### config.mk
export PLATFORM = sky130hd
export DESIGN_NAME = gzip_member_deframer
export DESIGN_NICKNAME = d
export VERILOG_FILES = /design/src/sv/gzd_pkg.sv /design/src/sv/gzd_front.sv /design/src/sv/gzd_back.sv /design/src/sv/gzip_member_deframer.sv
export VERILOG_INCLUDE_DIRS = /design/src /design/src/sv
export SDC_FILE = /design/constraint.sdc
export NUM_CORES = 1
export LEC_CHECK = 0
export BUFFER_PORTS_ARGS = -buffer_cell sky130_fd_sc_hd__buf_2
export CAP_MARGIN = 20
export CORE_MARGIN = 2
export CORE_UTILIZATION = 40
export DETAILED_ROUTE_END_ITERATION = 12
export HOLD_SLACK_MARGIN = 0.02
export PLACE_DENSITY_LB_ADDON = 0.05
export SYNTH_ARGS = -nofsm -noshare
export SYNTH_HDL_FRONTEND = slang
export SYNTH_HIERARCHICAL = 1
export SYNTH_SLANG_ARGS = --single-unit
### constraint.sdc
create_clock -name i_clk -period 8.5 [get_ports i_clk]
set_input_delay 1.7 -clock i_clk [delete_from_list [all_inputs] [get_ports i_clk]]
set_output_delay 1.7 -clock i_clk [all_outputs]
set_load 0.01 [all_outputs]
### src/sv/gzip_member_deframer_assert.svh
// Assertion macros used by the deframer back end (gzd_back).
`ifndef GZIP_MEMBER_DEFRAMER_ASSERT_SVH
`define GZIP_MEMBER_DEFRAMER_ASSERT_SVH

// Assert that an antecedent implies a consequent on the same edge.
`define GZD_ASSERT_IMPL(lbl, clk, rst_n, ante, cons) \
    lbl: assert property (@(posedge clk) disable iff (!rst_n) (ante) |-> (cons)) \
        else $error("gzd: implication failed");

// Assert that an antecedent implies a consequent on the next edge.
`define GZD_ASSERT_NEXT(lbl, clk, rst_n, ante, cons) \
    lbl: assert property (@(posedge clk) disable iff (!rst_n) (ante) |=> (cons)) \
        else $error("gzd: next-cycle check failed");

`endif

### src/sv/gzd_pkg.sv
package gzd_pkg;

    typedef enum logic [2:0] {
        K_STREAM  = 3'd0,
        K_DECOMP  = 3'd1,
        K_INF_END = 3'd2,
        K_EOI     = 3'd3,
        K_INF_ERR = 3'd4
    } t_kind;

    typedef enum logic [1:0] {
        T_NONE     = 2'd0,
        T_INFLATER = 2'd1,
        T_CONSUMER = 2'd2
    } t_target;

    typedef enum logic [3:0] {
        EV_NONE      = 4'd0,
        EV_HDR_DONE  = 4'd1,
        EV_MEMBER_OK = 4'd2,
        EV_BAD_MAGIC = 4'd3,
        EV_HDR_CRC   = 4'd4,
        EV_CRC       = 4'd5,
        EV_SIZE      = 4'd6,
        EV_TRUNC     = 4'd7,
        EV_CLEAN_END = 4'd8,
        EV_INF_ERR   = 4'd9
    } t_event;

    typedef enum logic [1:0] {
        PH_HEADER  = 2'd0,
        PH_BODY    = 2'd1,
        PH_TRAILER = 2'd2
    } t_phase;

    typedef enum logic [2:0] {
        HS_FIXED   = 3'd0,
        HS_XLEN_LO = 3'd1,
        HS_XLEN_HI = 3'd2,
        HS_EXTRA   = 3'd3,
        HS_NAME    = 3'd4,
        HS_COMMENT = 3'd5,
        HS_HCRC_LO = 3'd6,
        HS_HCRC_HI = 3'd7
    } t_hstep;

    localparam logic [7:0] ID1 = 8'h1f;
    localparam logic [7:0] ID2 = 8'h8b;
    localparam logic [7:0] CM_DEFLATE = 8'h08;
    localparam logic [31:0] CRC_POLY = 32'hEDB88320;

    typedef struct packed {
        logic [2:0] kind;
        logic [7:0] data;
    } t_in_item;

    typedef struct packed {
        logic [1:0] target;
        logic [7:0] out_byte;
        logic [3:0] event_res;
    } t_out_item;

    // CRC-32 over one byte, held in final (non-inverted) form.
    function automatic logic [31:0] crc_add(input logic [31:0] crc, input logic [7:0] b);
        logic [31:0] c;
        c = ~crc ^ {24'd0, b};
        for (int i = 0; i < 8; i++) begin
            c = c[0] ? ((c >> 1) ^ CRC_POLY) : (c >> 1);
        end
        return ~c;
    endfunction

endpackage

### src/sv/gzd_front.sv
// Front: take input beats and push them into a short queue.
module gzd_front #(
    parameter int DEPTH_LOG2 = 1
) (
    input  logic              i_clk,
    input  logic              i_rst_n,
    input  logic              i_valid,
    output logic              o_stall,
    input  gzd_pkg::t_in_item i_item,
    output logic              o_q_valid,
    input  logic              i_q_pop,
    output gzd_pkg::t_in_item o_q_item
);
    localparam int DEPTH = 1 << DEPTH_LOG2;

    gzd_pkg::t_in_item r_mem [DEPTH];
    logic [DEPTH_LOG2-1:0] r_wr, n_wr, r_rd, n_rd;
    logic [DEPTH_LOG2:0]   r_cnt, n_cnt;
    logic push, pop;

    assign o_stall   = (r_cnt == DEPTH[DEPTH_LOG2:0]);
    assign push      = i_valid && !o_stall;
    assign o_q_valid = (r_cnt != '0);
    assign pop       = i_q_pop && o_q_valid;
    assign o_q_item  = r_mem[r_rd];

    always_comb begin
        n_wr  = push ? r_wr + 1'b1 : r_wr;
        n_rd  = pop ? r_rd + 1'b1 : r_rd;
        n_cnt = r_cnt + {{DEPTH_LOG2{1'b0}}, push} - {{DEPTH_LOG2{1'b0}}, pop};
    end

    always_ff @(posedge i_clk) begin
        if (push) begin
            r_mem[r_wr] <= i_item;
        end
        if (!i_rst_n) begin
            r_wr  <= '0;
            r_rd  <= '0;
            r_cnt <= '0;
        end else begin
            r_wr  <= n_wr;
            r_rd  <= n_rd;
            r_cnt <= n_cnt;
        end
    end
endmodule

### src/sv/gzd_back.sv
// Back: header, body and trailer processing; registered result.
module gzd_back (
    input  logic               i_clk,
    input  logic               i_rst_n,
    input  logic               i_q_valid,
    output logic               o_q_pop,
    input  gzd_pkg::t_in_item  i_q_item,
    output logic               o_valid,
    input  logic               i_stall,
    output gzd_pkg::t_out_item o_item
);
    gzd_pkg::t_phase r_phase, n_phase;
    gzd_pkg::t_hstep r_hstep, n_hstep;
    logic [3:0]  r_fcnt, n_fcnt;
    logic [7:0]  r_flg, n_flg;
    logic [15:0] r_xleft, n_xleft;
    logic [7:0]  r_held, n_held;
    logic [31:0] r_hcrc, n_hcrc;
    logic [31:0] r_bcrc, n_bcrc;
    logic [31:0] r_bsize, n_bsize;
    logic [63:0] r_tbytes, n_tbytes;
    logic [3:0]  r_tcnt, n_tcnt;
    logic        r_failed, n_failed;
    logic        r_magic_bad, n_magic_bad;
    logic        r_ovalid, n_ovalid;
    gzd_pkg::t_out_item r_out, n_out;

    logic go;
    logic [7:0] b;
    logic [31:0] hcrc_upd;
    logic [15:0] xlen;

    assign o_q_pop = i_q_valid && (!r_ovalid || !i_stall);
    assign go = o_q_pop;
    assign b = i_q_item.data;
    assign hcrc_upd = gzd_pkg::crc_add(r_hcrc, b);
    assign xlen = {b, r_held};
    assign o_valid = r_ovalid;
    assign o_item = r_out;

    function automatic gzd_pkg::t_hstep next_step(input gzd_pkg::t_hstep from,
                                                  input logic [7:0] flg,
                                                  output logic done);
        done = 1'b0;
        if (from <= gzd_pkg::HS_XLEN_LO && flg[2]) return gzd_pkg::HS_XLEN_LO;
        if (from <= gzd_pkg::HS_NAME && flg[3]) return gzd_pkg::HS_NAME;
        if (from <= gzd_pkg::HS_COMMENT && flg[4]) return gzd_pkg::HS_COMMENT;
        if (from <= gzd_pkg::HS_HCRC_LO && flg[1]) return gzd_pkg::HS_HCRC_LO;
        done = 1'b1;
        return gzd_pkg::HS_FIXED;
    endfunction

    always_comb begin
        logic done;
        logic [3:0] fc1;
        gzd_pkg::t_hstep ns;
        logic [7:0] flg_eff;
        n_phase = r_phase; n_hstep = r_hstep; n_fcnt = r_fcnt; n_flg = r_flg;
        n_xleft = r_xleft; n_held = r_held; n_hcrc = r_hcrc; n_bcrc = r_bcrc;
        n_bsize = r_bsize; n_tbytes = r_tbytes; n_tcnt = r_tcnt;
        n_failed = r_failed; n_magic_bad = r_magic_bad;
        n_out = '0;
        done = 1'b0;
        fc1 = r_fcnt + 4'd1;
        ns = gzd_pkg::HS_FIXED;
        flg_eff = (r_fcnt == 4'd3) ? b : r_flg;
        if (go && !r_failed) begin
            case (i_q_item.kind)
                gzd_pkg::K_STREAM: begin
                    case (r_phase)
                        gzd_pkg::PH_HEADER: begin
                            case (r_hstep)
                                gzd_pkg::HS_FIXED: begin
                                    n_hcrc = hcrc_upd;
                                    if ((r_fcnt == 4'd0 && b != gzd_pkg::ID1) ||
                                        (r_fcnt == 4'd1 && b != gzd_pkg::ID2) ||
                                        (r_fcnt == 4'd2 && b != gzd_pkg::CM_DEFLATE))
                                        n_magic_bad = 1'b1;
                                    n_flg = flg_eff;
                                    n_fcnt = fc1;
                                    if (fc1 >= 4'd10) begin
                                        if (n_magic_bad) begin
                                            n_failed = 1'b1;
                                            n_out.event_res = gzd_pkg::EV_BAD_MAGIC;
                                        end else begin
                                            ns = next_step(gzd_pkg::HS_XLEN_LO, flg_eff, done);
                                        end
                                    end
                                end
                                gzd_pkg::HS_XLEN_LO: begin
                                    n_hcrc = hcrc_upd; n_held = b;
                                    n_hstep = gzd_pkg::HS_XLEN_HI;
                                end
                                gzd_pkg::HS_XLEN_HI: begin
                                    n_hcrc = hcrc_upd; n_xleft = xlen;
                                    if (xlen == 16'd0) ns = next_step(gzd_pkg::HS_NAME, r_flg, done);
                                    else n_hstep = gzd_pkg::HS_EXTRA;
                                end
                                gzd_pkg::HS_EXTRA: begin
                                    n_hcrc = hcrc_upd; n_xleft = r_xleft - 16'd1;
                                    if (n_xleft == 16'd0) ns = next_step(gzd_pkg::HS_NAME, r_flg, done);
                                end
                                gzd_pkg::HS_NAME: begin
                                    n_hcrc = hcrc_upd;
                                    if (b == 8'd0) ns = next_step(gzd_pkg::HS_COMMENT, r_flg, done);
                                end
                                gzd_pkg::HS_COMMENT: begin
                                    n_hcrc = hcrc_upd;
                                    if (b == 8'd0) ns = next_step(gzd_pkg::HS_HCRC_LO, r_flg, done);
                                end
                                gzd_pkg::HS_HCRC_LO: begin
                                    n_held = b; n_hstep = gzd_pkg::HS_HCRC_HI;
                                end
                                default: begin
                                    if ({b, r_held} != r_hcrc[15:0]) begin
                                        n_failed = 1'b1;
                                        n_out.event_res = gzd_pkg::EV_HDR_CRC;
                                    end else begin
                                        done = 1'b1;
                                    end
                                end
                            endcase
                            if (ns != gzd_pkg::HS_FIXED) n_hstep = ns;
                            if (done) begin
                                n_phase = gzd_pkg::PH_BODY;
                                n_bcrc = '0; n_bsize = '0;
                                n_out.event_res = gzd_pkg::EV_HDR_DONE;
                            end
                        end
                        gzd_pkg::PH_BODY: begin
                            n_out.target = gzd_pkg::T_INFLATER;
                            n_out.out_byte = b;
                        end
                        default: begin
                            n_tbytes = r_tbytes | ({56'd0, b} << {r_tcnt[2:0], 3'b000});
                            n_tcnt = r_tcnt + 4'd1;
                            if (n_tcnt >= 4'd8) begin
                                if (n_tbytes[31:0] != r_bcrc) begin
                                    n_failed = 1'b1;
                                    n_out.event_res = gzd_pkg::EV_CRC;
                                end else if (n_tbytes[63:32] != r_bsize) begin
                                    n_failed = 1'b1;
                                    n_out.event_res = gzd_pkg::EV_SIZE;
                                end else begin
                                    n_phase = gzd_pkg::PH_HEADER;
                                    n_hstep = gzd_pkg::HS_FIXED;
                                    n_fcnt = '0; n_hcrc = '0; n_magic_bad = 1'b0;
                                    n_out.event_res = gzd_pkg::EV_MEMBER_OK;
                                end
                            end
                        end
                    endcase
                end
                gzd_pkg::K_DECOMP: begin
                    if (r_phase == gzd_pkg::PH_BODY) begin
                        n_bcrc = gzd_pkg::crc_add(r_bcrc, b);
                        n_bsize = r_bsize + 32'd1;
                        n_out.target = gzd_pkg::T_CONSUMER;
                        n_out.out_byte = b;
                    end
                end
                gzd_pkg::K_INF_END: begin
                    if (r_phase == gzd_pkg::PH_BODY) begin
                        n_phase = gzd_pkg::PH_TRAILER;
                        n_tcnt = '0; n_tbytes = '0;
                    end
                end
                gzd_pkg::K_EOI: begin
                    if (r_phase == gzd_pkg::PH_HEADER && r_hstep == gzd_pkg::HS_FIXED &&
                        r_fcnt == 4'd0) begin
                        n_out.event_res = gzd_pkg::EV_CLEAN_END;
                    end else begin
                        n_failed = 1'b1;
                        n_out.event_res = gzd_pkg::EV_TRUNC;
                    end
                end
                gzd_pkg::K_INF_ERR: begin
                    if (r_phase == gzd_pkg::PH_BODY) begin
                        n_failed = 1'b1;
                        n_out.event_res = gzd_pkg::EV_INF_ERR;
                    end
                end
                default: ;
            endcase
        end
        n_ovalid = go ? 1'b1 : (r_ovalid && i_stall);
    end

    always_ff @(posedge i_clk) begin
        if (go) begin
            r_out <= n_out;
        end
        if (!i_rst_n) begin
            r_phase <= gzd_pkg::PH_HEADER; r_hstep <= gzd_pkg::HS_FIXED;
            r_fcnt <= '0; r_flg <= '0; r_xleft <= '0; r_held <= '0;
            r_hcrc <= '0; r_bcrc <= '0; r_bsize <= '0; r_tbytes <= '0;
            r_tcnt <= '0; r_failed <= 1'b0; r_magic_bad <= 1'b0; r_ovalid <= 1'b0;
        end else begin
            r_phase <= n_phase; r_hstep <= n_hstep; r_fcnt <= n_fcnt; r_flg <= n_flg;
            r_xleft <= n_xleft; r_held <= n_held; r_hcrc <= n_hcrc; r_bcrc <= n_bcrc;
            r_bsize <= n_bsize; r_tbytes <= n_tbytes; r_tcnt <= n_tcnt;
            r_failed <= n_failed; r_magic_bad <= n_magic_bad; r_ovalid <= n_ovalid;
        end
    end

`include "gzip_member_deframer_assert.svh"
    `GZD_ASSERT_NEXT(a_fail_sticky, i_clk, i_rst_n, r_failed, r_failed)
    `GZD_ASSERT_NEXT(a_quiet_after_fail, i_clk, i_rst_n, r_failed && go, r_out == '0)
    `GZD_ASSERT_IMPL(a_fwd_only_body, i_clk, i_rst_n,
        r_ovalid && r_out.target != gzd_pkg::T_NONE, r_out.event_res == gzd_pkg::EV_NONE)
endmodule

### src/sv/gzip_member_deframer.sv
// gzip member deframer: parses multi-member gzip streams around an external
// inflater. Feed stream bytes (kind 0), decompressed bytes returned by the
// inflater (kind 1) and inflater done/error and end-of-input markers; every
// accepted beat yields exactly one result beat giving the routing target of
// the byte and any event (header done, member ok, clean end, or a sticky
// error). One beat per clock is sustained while i_stall is low; a beat
// passes the two-entry input queue, then the registered CRC/phase stage,
// whose per-byte CRC-32 update sets the clock period. Errors hold until reset.
module gzip_member_deframer (
    input  logic                i_clk,
    input  logic                i_rst_n,
    input  logic                i_valid,
    output logic                o_stall,
    input  gzd_pkg::t_in_item   i_item,
    output logic                o_valid,
    input  logic                i_stall,
    output gzd_pkg::t_out_item  o_item
);
    logic              q_valid, q_pop;
    gzd_pkg::t_in_item q_item;

    // accept and queue beats
    gzd_front #(.DEPTH_LOG2(1)) u_front (
        .i_clk, .i_rst_n, .i_valid, .o_stall, .i_item,
        .o_q_valid(q_valid), .i_q_pop(q_pop), .o_q_item(q_item)
    );

    // parse and route
    gzd_back u_back (
        .i_clk, .i_rst_n, .i_q_valid(q_valid), .o_q_pop(q_pop), .i_q_item(q_item),
        .o_valid, .i_stall, .o_item
    );
endmodule

Yosys cells after proc, flatten, opt, wreduce, memory -nomap -nowiden
Memories as Yosys holds them, arrays and structs flattened. A register that Yosys moved wholly into a read port is not among the register bits.
Index checks and enable logic that the tools add are counted.
- memories kept: 1
- word-level logic and storage cells: 388
- register bits: 223
- output and inout port bits: 16
- bits of input ports: 15
- memory bits (writable): 22
- bitwise gates (word level): 24
- reductions and logical operators: 46
- mux-type cells: 241
- shift operators: 1
- add/subtract/negate cells: 8
- magnitude comparators: 2
- eq/ne operators: 44
- memories (memory ; depth ; width ; rd ports ; clocked after Yosys merged registers in ; write ports ; line ; text):
    u_front.r_mem ; 2 ; 11 ; 1 ; 1 ; 1 ; gzd_front.sv:16 ; gzd_pkg::t_in_item r_mem [DEPTH];
- operators with widths (cell ; number):
    32-bit 2-to-1 mux ; 24
    13-bit NOT with 14-bit output ; 16
    32-bit case mux with 2 select lines ; 3
    1-bit 2-to-1 mux ; 134
    64-bit 2-to-1 mux ; 2
    32-bit NOT ; 4
    64-bit case mux with 2 select lines ; 1
    3-bit 2-to-1 mux ; 39
    32-bit inequality test ; 2
    64-bit bitwise OR ; 1
    8-bit by 6-bit << shifter with 64-bit output ; 1
    32-bit by 8-bit bitwise XOR with 32-bit output ; 2
    4-bit 2-to-1 mux ; 12
    32-bit by 1-bit adder with 32-bit output (second input constant) ; 1
    16-bit logical NOT ; 2
    16-bit case mux with 2 select lines ; 1
    4-bit case mux with 2 select lines ; 4
    10-bit case mux with 2 select lines ; 1
    16-bit inequality test ; 1
    4-bit AND reduction ; 4
    8-bit AND reduction ; 2
    16-bit by 1-bit subtractor with 16-bit output (second input constant) ; 1
    3-bit case mux with 5 select lines ; 1
    2-bit inequality test (second input constant) ; 7
    49 further kinds ; 100

Depth between registers and ports, before layout
Gate-level depths: netlist (run 1).
- word-level depth: 52
- gate-level depth with buffers: 14
- depth with buffers taken out: 10

Cells and area by module
Netlist (run 1), hierarchy kept.
- by module, submodules not included (module ; area each (um^2) ; instances ; cells each ; sequential area each (um^2)):
    gzd_back ; 12861.1 ; 1 ; 1551 ; 4504.3
    gzd_front ; 1029.7 ; 1 ; 61 ; 760.7

Least setup slack after synthesis (run 1)
No wires, ideal clock.
- path kind: input -> register
- start: in i_stall
- end: reg u_back.r_bsize[27]
- setup slack: 3.746 ns
- setup time: 0.070 ns
- data arrival time: 4.684 ns
- stages on the path: 9
- required time: 8.430 ns
- buffers on the path: 2
- cells stage by stage: a21boi_0 > nor2b_1 > clkbuf_1 > nand3_1 > a21oi_1 > o21ai_2 > buf_6 > or4_1 > a21oi_1
- cells in the longest elaborated chain, start to end: 5
- ends and longest elaborated chain (item ; line ; text):
    from (decl) ; gzip_member_deframer.sv:16 ; input logic i_stall,
    1-bit logical NOT ; gzd_back.sv:33 ; assign o_q_pop = i_q_valid && (!r_ovalid || !i_stall);
    1-bit logical OR ; gzd_back.sv:33 ;
    1-bit logical AND ; gzd_back.sv:33 ;
    1-bit logical AND ; gzd_back.sv:67 ; if (go && !r_failed) begin
    5-bit AND reduction (no source line) ; -- ;
    to (signal assigned) ; gzd_back.sv:201 ; r_bsize <= n_bsize; r_tbytes <= n_tbytes; r_tcnt <= n_tcnt;
    to (decl) ; gzd_back.sv:20 ; logic [31:0] r_bsize, n_bsize;
No other way between the ends.
A chain may end at the register's enable or synchronous reset.

==> impl_metrics.ini, run 1 <==
[status]
outcome = finished clean

[die]
floorplan.io_pins = 31
std_cell_rows = 68
initial_core_utilization = 0.404
core-area_um2 = 34400
die_height_um = 190
die_x_extent_um = 190
design.die.area_um2 = 36200

[cts]
cts_hold_buffers = 0
clk_pin_slew_ns = 0.06
cts_tree = yes
post_cts_repair_setup_buffers = 0
cts-buffers-inserted = 30
post_cts_resized = 0
cts_num_sinks = 245
root_buffer = clkbuf_16
cts-root-to-sink-buffers = 3
htree_num_levels = 1
clk_latency_ns = 0.55

[grt]
antenna_found_initial = 0
global_route.overflow_total = 0
first_pass_grt_wire_length_um = 65000
grt_start_max_net_pins = 75
grt_pass1_vias = 11009
grt_usage = 0.226

[synthesis]
yosysTopAreaCell = dfxtp_1
synth_area_leaders = dfxtp_1 30%, xnor2_1 9.1%, edfxtp_1 7.8%
synth_edf_count = 36
synth_seq_cells = 245
nets_in_the_synthesized_netlist = 1637
netlist_top_cells_count = 209 x dfxtp_1, 157 x a21oi_1, 144 x xnor2_1, 139 x nor2_1, 88 x nand2_1
synthFlopType = dfxtp_1
avgSynthCellArea_um2 = 8.62
synth_warnings = 6
post-synth-top-count-cell = dfxtp_1
postSynth.asyncResetShare = 0
synth_cells = 1612
synthesis.area_um2 = 13900
share_of_the_synthesized_area_in_the_top_cell_type = 0.301
netlist-cell-type-count = 87
yosysSeqAreaShare = 0.379

[timing]
final.setup_skew_ns = 0.00721
fmaxAchievable_mhz = 220
grt_setup_unrepaired = false
min_period_ns = 4.55
hold-worst-slack_ns = 0.452
finalMaxSlewViolations = 0
setup-tns-final_ns = 0
setup_violations = 0
finalHoldViolCount = 0
max_slew_headroom = 0.336
final_min_period_over_clock_period = 0.536
tightestPinTransition_ns = 0.992

[cells_and_area]
num_antenna_cells = 0
layout-drive-gt1-share = 0.106
layout.nets = 1606
area_delta_synth_final_pct = 11.1

[run]
max_cap_viol_count = 0

[setup_path]
worstSetupEndpointType = flip-flop
wp_data_arrival_ns = 5.02
cp-start-kind = flip-flop
worst-endpoint-required_ns = 8.97
reg2regPathDepth = 9
timing.setup.critical_path_class = flip-flop to flip-flop
worstPathMaxFanout = 25

[hold_path]
min-delay-path-class = flip-flop to flip-flop
hold_path_depth = 2

[detailed_routing]
postRouteWirelength_um = 40900
drt_first_iter_violations = 990
drcViolationCount = 0
postRouteAntennaNets = 0
post_drt_via_cell_ratio = 5.75
via_count = 11855
firstDrtPassIters = 5
wl_per_cell_um = 19.8

[pwr]
peak_supply_drop_v = 0.000212
power_per_cell_area_nw_per_um2 = 302
p_leak_uw = 0.00519

[place]
dp_hpwl_um = 26200
place.port_buffers = 30
finalWeightedCongestion = 0.849
==> registers in the layout, indices dropped and copies added (netlist names), named ones only <==
| signal | cells |
|---|---|
| u_back/r_held | 8 |
| u_back/o_valid | 1 |
| u_back/r_tcnt | 4 |
| u_back/r_phase | 2 |
| u_front/r_mem | 22 |
| u_back/r_hstep | 3 |
| u_back/r_flg | 4 |
| u_back/r_magic_bad | 1 |
| u_front/r_rd | 1 |
| u_back/o_item | 14 |
| u_back/r_bcrc | 32 |
| u_back/r_failed | 1 |
| u_back/r_bsize | 32 |
| u_back/r_fcnt | 4 |
| u_back/r_xleft | 16 |
| u_front/r_cnt | 2 |
| u_back/r_tbytes | 64 |
| u_back/r_hcrc | 32 |
| u_front/r_wr | 1 |
==> kinds of logic after synthesis <==
logic type,after synthesis,share of synthesized area
adder cells (fa/ha/maj),10,0.00901
multiplexers,22,0.0169
AND/OR/NAND/NOR,609,0.251
AO/OA/AOI/OAI,375,0.176
XOR/XNOR,186,0.118
buffers and inverters,165,0.0496
flip-flops,245,0.379
==> per-layer routing <==
layer	routed length (µm)	vias to the layer above	track usage
li1	-	5798	-
met1	20800	5704	0.350
met2	17400	304	0.336
met3	1970	49	0.0241
met4	731	0	0.0456
met5	0	-	0
==> path summary, 6_finish.rpt <==
check / endpoint / slack (ns) / startpoint
worst max-delay path: u_back/r_bsize[28] / 3.95 / flip-flop
worst min-delay path: u_back/r_bcrc[17] / 0.45 / u_back/r_bcrc[17]
worst max register to register: u_back/r_bsize[28] / 3.95 / flip-flop
worst min register to register: u_back/r_bcrc[17] / 0.45 / u_back/r_bcrc[17]
==> power breakdown <==
part | internal (µW) | switching [µW] | leakage, µW | total [µW]
clock network | 889 | 543 | 0.000528 | 1430
logic | 767 | 1110 | 0.00263 | 1880
registers | 1280 | 60.6 | 0.00203 | 1340
total | 2940 | 1720 | 0.00519 | 4650
==> layout by cell type (no fill, tap or decap), types with 12 or more instances in the layout <==
cell type,count
or3_1,20
nand2b_1,12
o21bai_1,24
clkbuf_16,31
nand2_1,88
nor4b_1,18
or4_1,19
inv_1,51
buf_4,18
nand4b_1,16
buf_2,30
nand3_1,86
edfxtp_1,36
nor4bb_1,17
xnor2_1,144
o31ai_1,18
nor3_1,20
and3_1,26
nor4_1,15
o21ai_0,38
or3b_2,21
xor2_1,40
a22o_1,28
mux2_2,12
nor2_1,139
a21oi_1,155
and2_1,15
dfxtp_1,206
nand4_1,34
a31oi_1,29
==> layout make-up <==
type                       instances  area (µm²)
fill                            3386       18900
multi-input combinational       1202        7980
clock buffer                      33         793
inverter                          53         199
sequential                       245        5270
clock inverter                    23         323
tap                              455         569
timing repair buffer              49         297
==> through the flow <==
stage	worst slack (ns)	power [µW]	util	instances	cell area [µm²]
after floorplan	3.75	2810	-	1612	13900
after global placement	3.81	3250	0.416	2003	14300
after detailed placement	3.79	3250	0.416	2003	14300
after CTS	3.95	4710	0.449	2059	15400
after global routing	3.59	4920	0.449	2060	15400
final	3.95	4650	0.449	2060	15400
==> critical path: stages, from the launching register on <==
cell       delay [ns]
dfxtp_1          0.66
mux2_2           0.70
or4_4            0.68
nor4b_2          0.28
o211ai_1         0.22
nor3_1           0.35
nor3_2           0.19
a2111oi_4        0.83
or3b_1           0.41
a21oi_1          0.14
Power figures use the tool's default switching activity.
==> inputs of run 2 (changes only) <==
==> constraint.sdc (replaced) <==
create_clock -name i_clk -period 4.4 [get_ports i_clk]
set_input_delay 0.88 -clock i_clk [delete_from_list [all_inputs] [get_ports i_clk]]
set_output_delay 0.88 -clock i_clk [all_outputs]
set_load 0.01 [all_outputs]
==> run 2 against run 1 <==
  * Via count up 1.9%
  * Wire length up 4.2%
  * Non-clock buffer count up 40
  * Combinational power up 110%
==> impl_metrics.ini, run 2 (synthesis gave the netlist of run 1 again) <==
[status]
outcome = finished clean

[timing]
max_slew_headroom = 0.311
finalMaxSlewViolations = 0
hold-worst-slack_ns = 0.452
final.setup_skew_ns = 0.0163
min_period_ns = 4.02
grt_setup_unrepaired = false
setup-tns-final_ns = 0
setup_violations = 0
finalHoldViolCount = 0
fmaxAchievable_mhz = 249
final_min_period_over_clock_period = 0.913
tightestPinTransition_ns = 1.03

[cells_and_area]
layout.area.seq_um2 = 5270
most_common_library_cell_in_the_layout_ignoring_fill_and_taps = dfxtp_1
largest_register = u_back/r_tbytes
area_delta_synth_final_pct = 12.7
post_route_insts_no_fill = 2096
num_antenna_cells = 0
layout.nets = 1646
largest_register_ffs = 64
multi_input_area_um2 = 7990
stdcell_area_um2 = 15700
layout-drive-gt1-share = 0.124
final.fill_count = 3444
most-common-layout-cells = 206 x dfxtp_1, 154 x a21oi_1, 144 x xnor2_1
final_core_utilization = 0.455

[place]
dp_hpwl_um = 28700
place.port_buffers = 30
placed_cells_incl_taps = 2044
finalWeightedCongestion = 0.860
placed_cell_area_um2 = 14700

[setup_path]
critical-path-slowest-cell = dfxtp_1
ff2ff_setup_slack_ns = 0.38
crit_chain = mux2_2, or4_4, nor4b_2, o211ai_1, nor3_1, or3_4, o21ai_2, or4_1, a21oi_1
worstPathMaxFanout = 17
cp_num_buf_inv = 0
worstSetupEndpointType = flip-flop
worst-endpoint-required_ns = 4.90
critical_path.reg2reg.endpoint = u_back/r_bsize[27]
cp-start-kind = flip-flop
critical-path-max-stage-delay_ns = 0.65
reg2regPathDepth = 9
timing.setup.critical_path_class = flip-flop to flip-flop
worst_path_dominant_cell_family = simple AND/OR/NAND/NOR gates
wp_data_arrival_ns = 4.52

[die]
design.die.area_um2 = 36200
std_cell_rows = 68
die_height_um = 190
core-area_um2 = 34400
initial_core_utilization = 0.404
floorplan.io_pins = 31
die_x_extent_um = 190

[detailed_routing]
drt_first_iter_violations = 1065
postRouteWirelength_um = 42600
firstDrtPassIters = 5
wl_per_cell_um = 20.3
postRouteAntennaNets = 0
via_count = 12086
post_drt_via_cell_ratio = 5.77
drcViolationCount = 0

[pwr]
power.sequential.fraction = 0.291
power_per_cell_area_nw_per_um2 = 571
netSwitchingPower_uw = 3330
p_int_uw = 5600
peak_supply_drop_v = 0.000336
p_clk_frac = 0.275
switching_share = 0.372
p_leak_uw = 0.00535
share_comb_of_total_power = 0.434

[cts]
cts_hold_buffers = 0
cts-root-to-sink-buffers = 3
post_cts_repair_setup_buffers = 0
cts_tree = yes
clk_latency_ns = 0.57
clk_pin_slew_ns = 0.06
cts_num_sinks = 245
root_buffer = clkbuf_16
cts-buffers-inserted = 29
post_cts_resized = 0
htree_num_levels = 1

[hold_path]
worst_hold_startpoint = u_back/r_bcrc[10]
hold_path_depth = 2
min-delay-path-class = flip-flop to flip-flop
hold_path_end = u_back/r_bcrc[10]

[grt]
grt_usage = 0.232
grt_pass1_vias = 11231
global_route.overflow_total = 0
first_pass_grt_wire_length_um = 66200
grt_start_max_net_pins = 82
antenna_found_initial = 0

[run]
max_cap_viol_count = 0
run 2: worst max path at each step:
stage	startpoint	endpoint	cells after the start	slack, ns
2_1_floorplan	i_stall	u_back/r_bsize[27]	9	0.47
3_3_place_gp	flip-flop	u_back/r_bsize[10]	10	0.35
3_5_place_dp	flip-flop	u_back/r_bsize[10]	10	0.29
4_1_cts	flip-flop	u_back/r_bcrc[21]	10	0.25
5_1_grt	flip-flop	u_back/r_bsize[10]	10	0.12
6_report	flip-flop	u_back/r_bsize[27]	9	0.38
run 2: power groups by stage:
stage,sequential (µW),combinational (µW),clock [µW]
after global placement,2640,3860,0
final,2600,3880,2460
after CTS,2600,3880,2520
after global routing,2620,4210,2610
after floorplan,2640,2790,0
after detailed placement,2650,3850,0
run 2: tightest hold or removal path, stage by stage (launching register included):
cell,delay [ns]
dfxtp_1,0.31
nand2_1,0.05
a21oi_1,0.05
run 2: metrics by stage:
| step | total power [µW] | setup slack (ns) |
|---|---|---|
| after detailed placement | 6500 | 0.291 |
| after floorplan | 5430 | 0.466 |
| final | 8930 | 0.381 |
| after global placement | 6500 | 0.350 |
| after CTS | 9000 | 0.248 |
| after global routing | 9440 | 0.123 |
run 2: final cells by class:
cell class,instances,area share
clock buffers,41,0.0550
multi-input cells,1203,0.511
clock inverters,10,0.00640
repair buffers,89,0.0419
inverters,53,0.0127
well taps,455,0.0364
flip-flops and latches,245,0.337
run 2: layer usage:
layer | GRT usage | vias up | wire length, µm
li1 | - | 5871 | -
met2 | 0.340 | 324 | 18100
met4 | 0.0578 | 0 | 777
met3 | 0.0340 | 46 | 2450
met5 | 0 | - | 0
met1 | 0.353 | 5845 | 21200
